===== src/rtl/tph_pkg.sv =====
// ----------------------------------------------------------------------------
// tph_pkg
// Shared types, codes and the microcode table for the sensor compensation
// block: datapath operation codes, multiplier phases and the control bundle.
// ----------------------------------------------------------------------------
package tph_pkg;

  // Reading kinds carried by the action field
  localparam logic [1:0] ACT_TEMP  = 2'd0;
  localparam logic [1:0] ACT_PRESS = 2'd1;
  localparam logic [1:0] ACT_HUM   = 2'd2;
  localparam logic [1:0] ACT_NONE  = 2'd3;

  // Configuration register indexes
  localparam logic [2:0] REG_TEMP     = 3'd0;
  localparam logic [2:0] REG_PRESS_LO = 3'd1;
  localparam logic [2:0] REG_PRESS_HI = 3'd2;
  localparam logic [2:0] REG_PRESS_P9 = 3'd3;
  localparam logic [2:0] REG_HUM_A    = 3'd4;
  localparam logic [2:0] REG_HUM_B    = 3'd5;

  localparam int PC_W = 5;
  localparam logic [PC_W-1:0] PC_TEMP  = 5'd0;
  localparam logic [PC_W-1:0] PC_PRESS = 5'd5;
  localparam logic [PC_W-1:0] PC_HUM   = 5'd20;

  localparam logic [31:0] HUM_MAX = 32'd419430400;

  // Datapath operations, one per program step
  typedef enum logic [5:0] {
    OP_NOP = 6'd0,
    OP_T0  = 6'd1,  OP_T1  = 6'd2,  OP_T2  = 6'd3,  OP_T3  = 6'd4,  OP_T4  = 6'd5,
    OP_P0  = 6'd6,  OP_P1  = 6'd7,  OP_P2  = 6'd8,  OP_P3  = 6'd9,  OP_P4  = 6'd10,
    OP_P5  = 6'd11, OP_P6  = 6'd12, OP_P7  = 6'd13, OP_P8  = 6'd14, OP_P9  = 6'd15,
    OP_P10 = 6'd16, OP_P11 = 6'd17, OP_P12 = 6'd18, OP_P13 = 6'd19, OP_P14 = 6'd20,
    OP_H0  = 6'd21, OP_H1  = 6'd22, OP_H2  = 6'd23, OP_H3  = 6'd24, OP_H4  = 6'd25,
    OP_H5  = 6'd26, OP_H6  = 6'd27, OP_H7  = 6'd28, OP_H8  = 6'd29, OP_H9  = 6'd30
  } op_t;

  // Partial product phases of the 64-bit wrapping multiply
  typedef enum logic [1:0] {
    MPH_LL = 2'd0,
    MPH_LH = 2'd1,
    MPH_HL = 2'd2
  } mph_t;

  // One program step: the operation and what follows it
  typedef struct packed {
    op_t  op;
    logic mul;
    logic div;
    logic last;
  } ucode_t;

  // Control bundle from the controller to the datapath
  typedef struct packed {
    op_t  op;
    logic mul_en;
    mph_t mph;
    logic div_step;
    logic load_in;
    logic load_out;
  } cmd_t;

  function automatic logic [31:0] asr32(input logic [31:0] x, input int s);
    asr32 = 32'($signed(x) >>> s);
  endfunction

  function automatic logic [63:0] asr64(input logic [63:0] x, input int s);
    asr64 = 64'($signed(x) >>> s);
  endfunction

  function automatic logic [63:0] sx16(input logic [15:0] v);
    sx16 = {{48{v[15]}}, v};
  endfunction

  // Program store: temperature, pressure and humidity sequences
  function automatic ucode_t ucode(input logic [PC_W-1:0] pc);
    case (pc)
      5'd0:    ucode = '{OP_T0,  1'b1, 1'b0, 1'b0};
      5'd1:    ucode = '{OP_T1,  1'b1, 1'b0, 1'b0};
      5'd2:    ucode = '{OP_T2,  1'b1, 1'b0, 1'b0};
      5'd3:    ucode = '{OP_T3,  1'b0, 1'b0, 1'b0};
      5'd4:    ucode = '{OP_T4,  1'b0, 1'b0, 1'b1};
      5'd5:    ucode = '{OP_P0,  1'b1, 1'b0, 1'b0};
      5'd6:    ucode = '{OP_P1,  1'b1, 1'b0, 1'b0};
      5'd7:    ucode = '{OP_P2,  1'b1, 1'b0, 1'b0};
      5'd8:    ucode = '{OP_P3,  1'b1, 1'b0, 1'b0};
      5'd9:    ucode = '{OP_P4,  1'b1, 1'b0, 1'b0};
      5'd10:   ucode = '{OP_P5,  1'b0, 1'b0, 1'b0};
      5'd11:   ucode = '{OP_P6,  1'b1, 1'b0, 1'b0};
      5'd12:   ucode = '{OP_P7,  1'b1, 1'b0, 1'b0};
      5'd13:   ucode = '{OP_P8,  1'b0, 1'b1, 1'b0};
      5'd14:   ucode = '{OP_P9,  1'b1, 1'b0, 1'b0};
      5'd15:   ucode = '{OP_P10, 1'b1, 1'b0, 1'b0};
      5'd16:   ucode = '{OP_P11, 1'b1, 1'b0, 1'b0};
      5'd17:   ucode = '{OP_P12, 1'b0, 1'b0, 1'b0};
      5'd18:   ucode = '{OP_P13, 1'b0, 1'b0, 1'b0};
      5'd19:   ucode = '{OP_P14, 1'b0, 1'b0, 1'b1};
      5'd20:   ucode = '{OP_H0,  1'b1, 1'b0, 1'b0};
      5'd21:   ucode = '{OP_H1,  1'b1, 1'b0, 1'b0};
      5'd22:   ucode = '{OP_H2,  1'b1, 1'b0, 1'b0};
      5'd23:   ucode = '{OP_H3,  1'b1, 1'b0, 1'b0};
      5'd24:   ucode = '{OP_H4,  1'b1, 1'b0, 1'b0};
      5'd25:   ucode = '{OP_H5,  1'b1, 1'b0, 1'b0};
      5'd26:   ucode = '{OP_H6,  1'b1, 1'b0, 1'b0};
      5'd27:   ucode = '{OP_H7,  1'b1, 1'b0, 1'b0};
      5'd28:   ucode = '{OP_H8,  1'b0, 1'b0, 1'b0};
      5'd29:   ucode = '{OP_H9,  1'b0, 1'b0, 1'b1};
      default: ucode = '{OP_NOP, 1'b0, 1'b0, 1'b1};
    endcase
  endfunction

endpackage


===== src/rtl/tph_ctrl.sv =====
// ----------------------------------------------------------------------------
// tph_ctrl
// Sequencer: accepts an item, steps through the program for its reading
// kind, runs multiplier phases and divider iterations, hands off the result.
// ----------------------------------------------------------------------------
module tph_ctrl
  import tph_pkg::*;
(
  input  logic       clk,
  input  logic       rst_n,
  input  logic       in_valid,
  output logic       in_stall,
  input  logic [1:0] in_action,
  output logic       out_valid,
  input  logic       out_stall,
  output cmd_t       cmd
);

  typedef enum logic [4:0] {
    S_IDLE = 5'b00001,
    S_EXEC = 5'b00010,
    S_MUL  = 5'b00100,
    S_DIV  = 5'b01000,
    S_WAIT = 5'b10000
  } state_t;

  state_t          state_r, state_nxt;
  logic [PC_W-1:0] pc_r, pc_nxt;
  mph_t            mph_r, mph_nxt;
  logic [5:0]      cnt_r, cnt_nxt;
  logic            out_valid_r, out_valid_nxt;
  ucode_t          uc;
  logic            in_acc;

  assign uc        = ucode(pc_r);
  assign in_stall  = (state_r != S_IDLE);
  assign in_acc    = in_valid && (state_r == S_IDLE);
  assign out_valid = out_valid_r;

  // Next state and command decode
  always_comb begin
    state_nxt     = state_r;
    pc_nxt        = pc_r;
    mph_nxt       = mph_r;
    cnt_nxt       = cnt_r;
    out_valid_nxt = out_valid_r && out_stall;
    cmd           = '{OP_NOP, 1'b0, MPH_LL, 1'b0, 1'b0, 1'b0};
    case (state_r)
      S_IDLE: begin
        if (in_acc) begin
          cmd.load_in = 1'b1;
          case (in_action)
            ACT_TEMP:  begin pc_nxt = PC_TEMP;  state_nxt = S_EXEC; end
            ACT_PRESS: begin pc_nxt = PC_PRESS; state_nxt = S_EXEC; end
            ACT_HUM:   begin pc_nxt = PC_HUM;   state_nxt = S_EXEC; end
            default:   state_nxt = S_IDLE;
          endcase
        end
      end
      S_EXEC: begin
        cmd.op = uc.op;
        if (uc.mul) begin
          mph_nxt   = MPH_LL;
          state_nxt = S_MUL;
        end else if (uc.div) begin
          cnt_nxt   = '0;
          state_nxt = S_DIV;
        end else if (uc.last) begin
          state_nxt = S_WAIT;
        end else begin
          pc_nxt = pc_r + 1'b1;
        end
      end
      S_MUL: begin
        cmd.mul_en = 1'b1;
        cmd.mph    = mph_r;
        case (mph_r)
          MPH_LL:  mph_nxt = MPH_LH;
          MPH_LH:  mph_nxt = MPH_HL;
          default: begin
            pc_nxt    = pc_r + 1'b1;
            state_nxt = S_EXEC;
          end
        endcase
      end
      S_DIV: begin
        cmd.div_step = 1'b1;
        cnt_nxt      = cnt_r + 1'b1;
        if (cnt_r == 6'd63) begin
          pc_nxt    = pc_r + 1'b1;
          state_nxt = S_EXEC;
        end
      end
      S_WAIT: begin
        // hand the result to the output register once it is free
        if (!out_valid_r || !out_stall) begin
          cmd.load_out  = 1'b1;
          out_valid_nxt = 1'b1;
          state_nxt     = S_IDLE;
        end
      end
      default: state_nxt = S_IDLE;
    endcase
  end

  always_ff @(posedge clk) begin
    if (!rst_n) begin
      state_r     <= S_IDLE;
      pc_r        <= '0;
      mph_r       <= MPH_LL;
      cnt_r       <= '0;
      out_valid_r <= 1'b0;
    end else begin
      state_r     <= state_nxt;
      pc_r        <= pc_nxt;
      mph_r       <= mph_nxt;
      cnt_r       <= cnt_nxt;
      out_valid_r <= out_valid_nxt;
    end
  end

endmodule


===== config.mk =====
export PLATFORM = sky130hd
export DESIGN_NAME = tph_ctrl
export DESIGN_NICKNAME = d
export VERILOG_FILES = /design/src/rtl/tph_pkg.sv /design/src/rtl/tph_ctrl.sv
export SDC_FILE = /design/constraint.sdc
export NUM_CORES = 1
export LEC_CHECK = 0
export ABC_AREA = 1
export BUFFER_PORTS_ARGS = -buffer_cell sky130_fd_sc_hd__buf_4
export CORE_MARGIN = 3
export CORE_UTILIZATION = 34
export CTS_CLUSTER_SIZE = 28
export DETAILED_ROUTE_END_ITERATION = 6
export RECOVER_POWER = 50
export SLEW_MARGIN = 20
export SYNTH_ARGS = -nofsm -noshare
export SYNTH_HDL_FRONTEND = slang
export SYNTH_SLANG_ARGS = --single-unit

===== constraint.sdc =====
create_clock -name clk -period 2.35 [get_ports clk]
set_input_delay 0.47 -clock clk [delete_from_list [all_inputs] [get_ports clk]]
set_output_delay 0.47 -clock clk [all_outputs]
set_load 0.05 [all_outputs]

==> Implementation_results.wiki, run 1 <==
{| class="wikitable"
! Metric !! Value
|-
| Library cells used by synthesis || 30
|-
| Via density || about 4.5
|-
| Part of the Yosys area used for sequential elements || between 20 and 30%
|-
| Latest clock arrival within the worst-skew pair || 0.28 ns
|-
| Slew at the pin with the worst max-slew slack || roughly 0.6 ns
|-
| Die Footprint || 6230 um^2
|-
| Antenna-violating nets left || 0
|-
| Number of antenna violations at the first check in global routing || 0
|-
| Most used cell along the critical path || sky130_fd_sc_hd__nor2_4
|-
| Area occupied by multi-input gates || 1150 um^2
|-
| Arithmetic-cell share of the synthesized area counting full adders, half adders and majority gates || 9.00%
|-
| Die height || 78.9 um
|-
| Wirelength, routed || roughly 4.1 mm
|-
| Largest fanout of any net on the critical path || 5
|-
| Worst Hold Margin || 0.472 ns
|-
| Slowest cell delay on critical path || about 0.37 ns
|-
| Number of enable-type register cells in the synthesized netlist || 0
|-
| Final nets || 324
|-
| Xor/xnor share of the synthesized area || 1.45%
|-
| Setup TNS || 0 ns
|-
| Post-synthesis async set-or-reset flop share || 0%
|-
| Switching power || 1.19 mW
|-
| Most used DFF post-synth || sky130_fd_sc_hd__dfxtp_1
|-
| # rows || 25
|-
| Setup slack of the worst register-to-register path || 0.18 ns
|-
| Signal arrival time at the worst endpoint || between 2 and 2.5 ns
|-
| Half-perimeter wire length of the detailed placement result || 3.24 mm
|-
| Most used standard cell by instance count after synthesis || sky130_fd_sc_hd__nand2_1
|-
| Type of the tightest min-delay check || in2reg
|-
| Diodes inserted || 0
|-
| CP Capture Type || register
|-
| Global-route wire length before repair || a little over 7 mm
|-
| Final instance area || 2310 um^2
|-
| Hold buffer count at CTS || 0
|-
| Number of buffers added on ports || 18
|-
| Mux share of post-synthesis cell area || 0%
|-
| Detailed Route Iter0 Violations || 70
|-
| Share of post-route cells with drive strength above 1 || 31.6%
|-
| Kind of cell adding the most delay to the critical path || simple AND/OR/NAND/NOR gates
|-
| Net switching share of the total power || 48.8%
|-
| Required time of the critical path || 2.53 ns
|-
| Number of max-capacitance violations reported || 0
|-
| Remaining routing DRC violations || 0
|-
| Number of warnings reported in the yosys synthesis log || 0
|-
| Top cell type's share of synthesized area || 29.9%
|-
| Final critical-path required period || 2.17 ns
|-
| Complex-gate fraction of the synthesized area || 6.57%
|-
| Starting utilization of the core area || 36.6%
|-
| Post-route clock skew || 0.00378 ns
|-
| TritonCTS buffer count || 3
|-
| Top cells by instance count after synthesis || 55 x sky130_fd_sc_hd__nand2_1, 39 x sky130_fd_sc_hd__inv_1, 32 x sky130_fd_sc_hd__nor2_1
|-
| Run status || complete, no violations
|-
| Average size of a mapped cell || 6.93 um^2
|-
| Buf/Inv on CP || 4
|-
| Critical path class || reg2reg
|-
| Final hold violation count || 0
|-
| Overall routing resource usage || 14.0%
|-
| H-tree levels || 1
|-
| Startpoint type of the worst setup path || register
|-
| Sequential fraction of design power || 27.7%
|-
| DR WL/cell || 10.9 um
|-
| Flop and latch count out of synthesis || 27
|-
| Area added between synthesis and finish || 27.8%
|-
| Area after DPL || 2210 um^2
|-
| Total iterations of the first detailed-routing run || 4
|-
| Max frequency || 0.462 GHz
|-
| Register clock-pin slew on the reported worst setup and hold paths || 0.10 ns
|-
| Global placement routability congestion || 0.828
|-
| Horiz. Die Dim || 78.9 um
|-
| Cell type contributing the most total cell area after synthesis || sky130_fd_sc_hd__dfxtp_1
|-
| Worst path cell trace || nor2_4 -> buf_4 -> nand3_4 -> nand2_2 -> nor2_4 -> nor2_4 -> nand2_4 -> inv_4 -> or2_4 -> nand3_4 -> buf_4 -> ha_1 -> inv_1 -> nand3_1 -> nand3b_1 -> nand2_1
|-
| Simple-gate share of the synthesized area || 42.1%
|-
| P_leak || 1.15 nW
|-
| Core Area || approximately 5000 um^2
|-
| Relative max-transition margin || 60.2%
|-
| Final number of setup-violating endpoints || 0
|-
| I/O pin count || 20
|-
| Count of mapped cells out of synthesis || 261
|-
| Highest-delay cell along the critical path || sky130_fd_sc_hd__dfxtp_4
|-
| Pwr Density || approximately 1100 nW/um^2
|-
| Slew Viols, Final || 0
|-
| Synth Cell Area || 1810 um^2
|-
| Largest family of logic cells by synthesized area || simple AND/OR/NAND/NOR gates
|-
| Crit share post-route || 92.2%
|-
| Via count of the routed design || 1683
|-
| Storage cell area || approximately 550 um^2
|-
| Root buffer cell || sky130_fd_sc_hd__clkbuf_8
|-
| Clock tree from TritonCTS || yes
|-
| Leading post-synthesis cells by cell area || sky130_fd_sc_hd__dfxtp_1 30%, sky130_fd_sc_hd__nand2_1 11%, sky130_fd_sc_hd__ha_1 9.0%
|-
| Internal power consumption || ~1.3 mW
|-
| Via count of the first global-routing pass || 1639
|-
| Net count after synthesis || 280
|-
| Worst vdd ir || 0.000624 V
|-
| Part of the power in the clock network || 11.2%
|-
| Layout fillers || 527
|-
| Clk buf depth || 2
|-
| Pin count of the biggest net entering global routing || 16
|-
| GRT Residual Overflow || 0
|-
| Number of clock sinks || 27
|-
| Fraction of power consumed by combinational cells || 61.2%
|}
-- stage by stage --
stage,power (mW),setup WS (ns),utilization (%),instances
after floorplan,1.69,0.00555,-,261
after global routing,2.67,-0.00483,46.7,371
after detailed placement,2.12,-0.166,44.7,366
final,2.45,0.184,46.7,371
after global placement,2.10,-0.0836,44.7,366
after CTS,2.40,0.0243,45.6,370
-- worst register-to-register path, stage by stage (launching register included) --
cell and delay (ns):
sky130_fd_sc_hd__dfxtp_4 0.37, sky130_fd_sc_hd__nor2_4 0.16, sky130_fd_sc_hd__buf_4 0.15, sky130_fd_sc_hd__nand3_4 0.10
sky130_fd_sc_hd__nand2_2 0.09, sky130_fd_sc_hd__nor2_4 0.05, sky130_fd_sc_hd__nor2_4 0.13, sky130_fd_sc_hd__nand2_4 0.07
sky130_fd_sc_hd__inv_4 0.07, sky130_fd_sc_hd__or2_4 0.12, sky130_fd_sc_hd__nand3_4 0.08, sky130_fd_sc_hd__buf_4 0.15
sky130_fd_sc_hd__ha_1 0.21, sky130_fd_sc_hd__inv_1 0.08, sky130_fd_sc_hd__nand3_1 0.08, sky130_fd_sc_hd__nand3b_1 0.09
sky130_fd_sc_hd__nand2_1 0.06
-- kinds of logic after synthesis --
group | count (synthesis)
simple gates | 145
buf+inv | 49
flops | 27
compound gates | 23
fa+ha+maj | 13
xor+xnor | 3
other cells | 1
-- final cells by class --
type	count	area share (%)
tap	67	3.63
timing repair buffer	42	12.8
clock buffer	3	1.79
clock inverter	1	0.217
inverter	46	7.69
sequential	27	23.8
multi-input combinational	185	50.0
-- power by group through the flow --
| stage | clock, mW | sequential [mW] | combinational, mW |
|---|---|---|---|
| 6_report | 0.273 | 0.677 | 1.50 |
| 4_1_cts | 0.280 | 0.665 | 1.45 |
| 2_1_floorplan | 0 | 0.657 | 1.04 |
| 3_5_place_dp | 0 | 0.677 | 1.44 |
| 3_3_place_gp | 0 | 0.677 | 1.43 |
| 5_1_grt | 0.296 | 0.693 | 1.68 |
-- path summary, 6_finish.rpt --
path	from	end	cells past startpoint
hold / removal	out_stall	out_valid	3
setup / recovery	state_r[3]	uc[2]	16
hold reg to reg	mph_r[1]	mph_r[1]	2
setup reg to reg	state_r[3]	uc[2]	16
-- layer usage --
layer,part of all wire (%),up-vias,GRT usage [%]
met3,2.8,0,2.72
met1,47,768,17.6
li1,-,898,-
met2,50,17,26.0
met5,0,-,0
met4,0,0,1.03
-- placed cells by master, fill, tap and decap left out, drive strengths merged, types with 4 or more instances in the layout --
cell type,Yosys,routed
a21oi,9,9
buf,3,37
clkbuf,0,8
dfxtp,27,27
ha,13,13
inv,46,46
nand2,62,62
nand3,26,26
nand4,4,4
nor2,43,43
o21ai,14,14
-- flip-flops by register name (all words and copies together), names as in the netlist --
name and cells:
uc 8, cnt_r 6, pc_r 5, state_r 5
mph_r 2, out_valid 1
-- timing repair --
action	CTS	global route
resized for setup	0	26
setup endpoints to repair	0	5
buffers inserted	0	1
Power figures use the tool's default switching activity.
==> run 2, diff against run 1 <==
--- a/config.mk
+++ b/config.mk
@@ -11,7 +11,9 @@
 export CORE_UTILIZATION = 34
 export CTS_CLUSTER_SIZE = 28
 export DETAILED_ROUTE_END_ITERATION = 6
+export HOLD_SLACK_MARGIN = 0.1
 export RECOVER_POWER = 50
+export REMOVE_ABC_BUFFERS = 1
 export SLEW_MARGIN = 20
 export SYNTH_ARGS = -nofsm -noshare
 export SYNTH_HDL_FRONTEND = slang
==> run 2 against run 1 <==
- non-clock buffer count up 3
- clock power about the same
- maximum frequency down 0.70%
- via count down 0.77%
- global-route usage down 0.63 points
- cell count up 0.81%
- worst hold slack worse by 0.0052 ns
- sequential cell count unchanged
- die area unchanged
- combinational power down 3%
- critical path type unchanged
- critical endpoint unchanged
- largest cell class unchanged
==> Implementation_results.wiki, run 2 (same netlist as run 1, synthesis figures left out) <==
{| class="wikitable"
! Metric !! Value
|-
| Cell Count Post-Placement || 368
|-
| Via density || 4.47
|-
| Crit share post-route || a little over 90%
|-
| TritonCTS buffer count || 3
|-
| Largest fanout of any net on the critical path || 5
|-
| Type of the tightest min-delay check || in2reg
|-
| Run status || complete, no violations
|-
| Via count of the routed design || between 1.5k and 2k
|-
| Total power draw || 2.41 mW
|-
| Number of clock sinks || 27
|-
| Global placement routability congestion || 0.851
|-
| Half-perimeter wire length of the detailed placement result || 3.07 mm
|-
| Total iterations of the first detailed-routing run || 4
|-
| # rows || 25
|-
| Post-Layout Cell Count || roughly 370
|-
| Latest clock arrival within the worst-skew pair || 0.28 ns
|-
| I/O pin count || 20
|-
| Root buffer cell || sky130_fd_sc_hd__clkbuf_8
|-
| Worst Hold Margin || between 0.4 and 0.5 ns
|-
| Pin count of the biggest net entering global routing || 17
|-
| Most frequent standard cell in the layout excluding fill and tap cells || sky130_fd_sc_hd__nand2_1
|-
| Final critical-path required period || 2.18 ns
|-
| Clock tree from TritonCTS || yes
|-
| Post-route clock skew || around 0.0038 ns
|-
| DR WL/cell || 10.2 um
|-
| Launch instance of the worst register-to-register path || state_r[2]
|-
| Place WS || -0.231 ns
|-
| Horiz. Die Dim || 78.9 um
|-
| Die height || approximately 79 um
|-
| Required time of the critical path || 2.54 ns
|-
| Global-route wire length before repair || 6.78 mm
|-
| Worst vdd ir || roughly 0.00045 V
|-
| Overall routing resource usage || 13.4%
|-
| Share of post-route cells with drive strength above 1 || 32.6%
|-
| Final instance area || 2310 um^2
|-
| Worst Hold Launch || out_stall
|-
| Antenna-violating nets left || 0
|-
| Final setup margin || 0.168 ns
|-
| Final nets || 327
|-
| Area added between synthesis and finish || 27.6%
|-
| Setup slack of the worst register-to-register path || 0.17 ns
|-
| Number of flip-flops under the largest register name || 8
|-
| Via count of the first global-routing pass || 1627
|-
| Register clock-pin slew on the reported worst setup and hold paths || 0.10 ns
|-
| Remaining routing DRC violations || 0
|-
| Pwr Density || 1050 nW/um^2
|-
| Startpoint type of the worst setup path || register
|-
| Number of max-capacitance violations reported || 0
|-
| Hold buffer count at CTS || 0
|-
| Critical path class || reg2reg
|-
| Leading cell types in the layout, fill and taps excluded || 51 x sky130_fd_sc_hd__nand2_1, 42 x sky130_fd_sc_hd__buf_4, 35 x sky130_fd_sc_hd__inv_1
|-
| Capture endpoint of the worst hold path || out_valid
|-
| Slew Viols, Final || 0
|-
| Wirelength, routed || around 3.8 mm
|-
| Area after DPL || ~2200 um^2
|-
| P_leak || 1.16 nW
|-
| Die Footprint || between 6000 and 7000 um^2
|-
| Final number of setup-violating endpoints || 0
|-
| Starting utilization of the core area || a little over a third
|-
| Slew at the pin with the worst max-slew slack || 0.590 ns
|-
| GRT Residual Overflow || 0
|-
| Number of instances on the worst hold path || 3
|-
| Diodes inserted || 0
|-
| Signal arrival time at the worst endpoint || roughly 2.4 ns
|-
| H-tree levels || 1
|-
| Detailed Route Iter0 Violations || 39
|-
| Number of antenna violations at the first check in global routing || 0
|-
| Reg2reg end || uc[2]
|-
| Relative max-transition margin || 60.8%
|-
| Final hold violation count || 0
|-
| Number of buffers added on ports || 18
|-
| Max frequency || about 0.46 GHz
|-
| Core Area || 4940 um^2
|-
| Layout fillers || between 500 and 600
|-
| Reg2reg path depth || 16
|-
| Clk buf depth || 2
|-
| CP Capture Type || register
|}
[run 2: worst max-delay path, stage by stage (launching register included)]
cell and delay (ns):
sky130_fd_sc_hd__dfxtp_2 0.34, sky130_fd_sc_hd__nor2_2 0.14, sky130_fd_sc_hd__buf_4 0.15, sky130_fd_sc_hd__nand3_2 0.09, sky130_fd_sc_hd__nand2_1 0.13, sky130_fd_sc_hd__nor2_4 0.06, sky130_fd_sc_hd__nor2_4 0.15, sky130_fd_sc_hd__nand2_4 0.07
sky130_fd_sc_hd__inv_4 0.07, sky130_fd_sc_hd__or2_2 0.10, sky130_fd_sc_hd__nand3_2 0.10, sky130_fd_sc_hd__buf_4 0.16, sky130_fd_sc_hd__ha_1 0.20, sky130_fd_sc_hd__inv_1 0.07, sky130_fd_sc_hd__nand3_1 0.08, sky130_fd_sc_hd__nand3b_1 0.10
sky130_fd_sc_hd__nand2_1 0.05
[run 2: how the worst max path moves through the flow]
| stage | slack (ns) | cells after the start | endpoint | start |
|---|---|---|---|---|
| floorplan | -0.25 | 16 | uc[0] | state_r[1] |
| global placement | -0.18 | 21 | uc[2] | in_action[0] |
| detailed placement | -0.23 | 21 | uc[2] | in_action[0] |
| CTS | 0.05 | 20 | uc[2] | cnt_r[1] |
| global route | -0.008 | 20 | uc[2] | cnt_r[1] |
| finish | 0.17 | 16 | uc[2] | state_r[2] |
[run 2: power breakdown]
group | switching (mW) | total, mW | internal [mW]
logic | 0.901 | 1.46 | 0.561
registers | 0.0989 | 0.675 | 0.576
clock network | 0.155 | 0.276 | 0.121
total | 1.16 | 2.41 | 1.26
[run 2: cell type report]
type	count	area [um^2]	share of cell area (%)
clock inverter	1	7.51	0.325
timing repair buffer	45	327	14.2
clock buffer	3	41.3	1.79
sequential	27	546	23.6
multi-input combinational	185	1120	48.8
tap	67	83.8	3.63
inverter	46	178	7.70
[run 2: metal layers]
metal  wire length, um  GRT usage [%]  vias to the layer above
li1                  -              -                      907
met1              1820           16.1                      743
met2              1880           24.2                       18
met3               111           2.38                        2
met4                14           4.30                        0
met5                 0              0                        -
[run 2: timing repair]
item,4_1_cts,5_1_grt
pin swaps,0,3
hold endpoints to repair,0,0
gates resized for setup,1,23
endpoints found under the setup margin,2,7
buffers inserted,0,2
[run 2: through the flow]
step                      setup TNS, ns  utilization (%)
final                                 0             46.7
after global routing           -0.00751             46.7
after CTS                             0             45.4
after detailed placement          -1.04             44.4
after global placement           -0.711             44.4
after floorplan                   -1.22                -
==> run 3, diff against run 2 <==
--- a/config.mk
+++ b/config.mk
@@ -8,7 +8,7 @@
 export ABC_AREA = 1
 export BUFFER_PORTS_ARGS = -buffer_cell sky130_fd_sc_hd__buf_4
 export CORE_MARGIN = 3
-export CORE_UTILIZATION = 34
+export CORE_UTILIZATION = 35
 export CTS_CLUSTER_SIZE = 28
 export DETAILED_ROUTE_END_ITERATION = 6
 export HOLD_SLACK_MARGIN = 0.1
==> constraint.sdc (replaced) <==
create_clock -name clk -period 1.78 [get_ports clk]
set_input_delay 0.356 -clock clk [delete_from_list [all_inputs] [get_ports clk]]
set_output_delay 0.356 -clock clk [all_outputs]
set_load 0.05 [all_outputs]
==> run 3 against run 2 <==
- sequential cell count did not move
- global-route usage rose by 2.6 points
- worst hold slack got worse by 0.10 ns
- largest cell class unchanged
- the run now ends with negative setup slack left
- power rose by 72%
- core utilization rose by 15 points
- via count rose by 13%
==> Implementation_results.wiki, run 3 (same netlist as run 1, synthesis figures left out) <==
{| class="wikitable"
! Metric !! Value
|-
| Required time of the critical path || around 2 ns
|-
| Cell Count Post-Placement || 400
|-
| I/O pin count || 20
|-
| CP startpoint || state_r[1]
|-
| Overall routing resource usage || 16.0%
|-
| # rows || 25
|-
| Number of buffers added on ports || 18
|-
| Total iterations of the first detailed-routing run || 4
|-
| Horiz. Die Dim || between 70 and 80 um
|-
| Violated checks || negative setup slack
|-
| Finished Core Util || 61.8%
|-
| Final critical-path required period || 2.13 ns
|-
| Antenna-violating nets left || 0
|-
| Pin count of the biggest net entering global routing || 16
|-
| Global placement routability congestion || around 0.84
|-
| Endpoint of the worst setup timing path || uc[4]
|-
| Clk buf depth || 2
|-
| Global-route wire length before repair || 7.96 mm
|-
| Kind of cell adding the most delay to the critical path || simple AND/OR/NAND/NOR gates
|-
| Clock tree from TritonCTS || yes
|-
| Slowest cell delay on critical path || roughly 0.4 ns
|-
| Crit share post-route || 120%
|-
| Diodes inserted || 0
|-
| Number of clock sinks || 27
|-
| Max frequency || 0.470 GHz
|-
| CP Capture Type || register
|-
| Area added between synthesis and finish || 65.8%
|-
| Final number of setup-violating endpoints || 13
|-
| Share of post-route cells with drive strength above 1 || 54.1%
|-
| Die Footprint || 6060 um^2
|-
| Startpoint type of the worst setup path || register
|-
| P_leak || 1.44 nW
|-
| Final nets || 371
|-
| Via density || 4.53
|-
| Worst path cell trace || nor2_4 -> nand2_4 -> inv_2 -> nand3_2 -> nand2_2 -> nor2_4 -> nand2_4 -> inv_4 -> or2_4 -> nand3_4 -> clkinv_4 -> buf_6 -> buf_6 -> ha_4 -> nand3_2 -> nand2_1
|-
| Launch instance of the worst register-to-register path || state_r[1]
|-
| Leading cell types in the layout, fill and taps excluded || 67 x sky130_fd_sc_hd__buf_4, 46 x sky130_fd_sc_hd__nand2_1, 30 x sky130_fd_sc_hd__inv_1
|-
| TritonCTS buffer count || 3
|-
| Wirelength, routed || about 4.7 mm
|-
| Area occupied by multi-input gates || 1360 um^2
|-
| Core Area || 4850 um^2
|-
| Starting utilization of the core area || between 30% and 40%
|-
| Storage cell area || 559 um^2
|-
| Number of flip-flops under the largest register name || 8
|-
| Register clock-pin slew on the reported worst setup and hold paths || 0.10 ns
|-
| Final instance area || ~3000 um^2
|-
| RSZ-0062 raised after global routing || true
|-
| DR WL/cell || 11.2 um
|-
| Area after DPL || approximately 2400 um^2
|-
| Most frequent standard cell in the layout excluding fill and tap cells || sky130_fd_sc_hd__buf_4
|-
| Number of max-capacitance violations reported || 0
|-
| Remaining routing DRC violations || 0
|-
| Layout fillers || roughly 450
|-
| Type of the tightest min-delay check || in2reg
|-
| Die height || 77.9 um
|-
| Via count of the routed design || 1892
|-
| Pwr Density || 1380 nW/um^2
|-
| Critical path class || reg2reg
|-
| Highest-delay cell along the critical path || sky130_fd_sc_hd__dfxtp_4
|-
| Setup TNS || -2.39 ns
|-
| Buf/Inv on CP || 5
|-
| H-tree levels || 1
|-
| Worst vdd ir || around 0.0010 V
|-
| Detailed Route Iter0 Violations || 56
|-
| Largest fanout of any net on the critical path || 5
|-
| Root buffer cell || sky130_fd_sc_hd__clkbuf_8
|-
| Reg2reg path depth || 16
|-
| Total power draw || 4.14 mW
|-
| Reg2reg end || uc[4]
|-
| GRT Residual Overflow || 0
|-
| Setup slack of the worst register-to-register path || -0.35 ns
|-
| Final hold violation count || 0
|-
| Worst Hold Margin || 0.363 ns
|-
| Signal arrival time at the worst endpoint || 2.31 ns
|-
| Post-route clock skew || approximately 0.010 ns
|-
| Number of antenna violations at the first check in global routing || 0
|-
| Via count of the first global-routing pass || between 1.5k and 2k
|-
| Post-Layout Cell Count || 418
|-
| Critical path depth || 16
|-
| Final setup margin || -0.348 ns
|-
| Place WS || -0.656 ns
|-
| Half-perimeter wire length of the detailed placement result || between 3 and 4 mm
|-
| Run status || finished with violations
|-
| Latest clock arrival within the worst-skew pair || 0.28 ns
|-
| Slew Viols, Final || 0
|}
## run 3: what timing repair did
item                       CTS  global route
pin swaps                   12            33
buffers inserted             4            10
gates resized for setup     61            57
setup endpoints to repair   26            28
hold buffers                 0             0
## run 3: worst min path at each step
stage          startpoint   endpoint  slack (ns)  cells after the start
2_1_floorplan    mph_r[1]   mph_r[1]        0.44                      2
5_1_grt         out_stall  out_valid        0.38                      3
6_report        out_stall  out_valid        0.36                      3
3_3_place_gp     mph_r[1]   mph_r[1]        0.45                      2
3_5_place_dp     mph_r[1]   mph_r[1]        0.46                      2
4_1_cts         out_stall  out_valid        0.35                      3
## run 3: report_power, final
group	leakage, nW	total, mW	switching [mW]	internal (mW)
Clock	0.0255	0.366	0.208	0.157
Sequential	0.225	0.899	0.127	0.772
Combinational	1.19	2.88	1.56	1.32
## run 3: per-layer routing
layer	routed length, um	part of all wire [%]	vias up	global-route usage [%]
li1	-	-	990	-
met1	2020	43	876	17.9
met2	2500	53	22	30.5
met3	130	2.8	4	3.25
met4	42	0.90	0	4.09
met5	0	0	-	0
## run 3: area by class of cell
| cell class | instances | area share (%) |
|---|---|---|
| clock buffers | 3 | 1.38 |
| well taps | 67 | 2.80 |
| repair buffers | 89 | 25.5 |
| inverters | 46 | 6.26 |
| clock inverters | 1 | 0.167 |
| flip-flops and latches | 27 | 18.7 |
| multi-input cells | 185 | 45.3 |
## run 3: worst reg2reg max path, cell delays in order, from the launching register on
cell                       delay [ns]
sky130_fd_sc_hd__dfxtp_4         0.39
sky130_fd_sc_hd__nor2_4          0.17
sky130_fd_sc_hd__nand2_4         0.08
sky130_fd_sc_hd__inv_2           0.06
sky130_fd_sc_hd__nand3_2         0.08
sky130_fd_sc_hd__nand2_2         0.12
sky130_fd_sc_hd__nor2_4          0.06
sky130_fd_sc_hd__nand2_4         0.07
sky130_fd_sc_hd__inv_4           0.05
sky130_fd_sc_hd__or2_4           0.25
sky130_fd_sc_hd__nand3_4         0.12
sky130_fd_sc_hd__clkinv_4        0.10
sky130_fd_sc_hd__buf_6           0.12
sky130_fd_sc_hd__buf_6           0.11
sky130_fd_sc_hd__ha_4            0.15
sky130_fd_sc_hd__nand3_2         0.06
sky130_fd_sc_hd__nand2_1         0.05
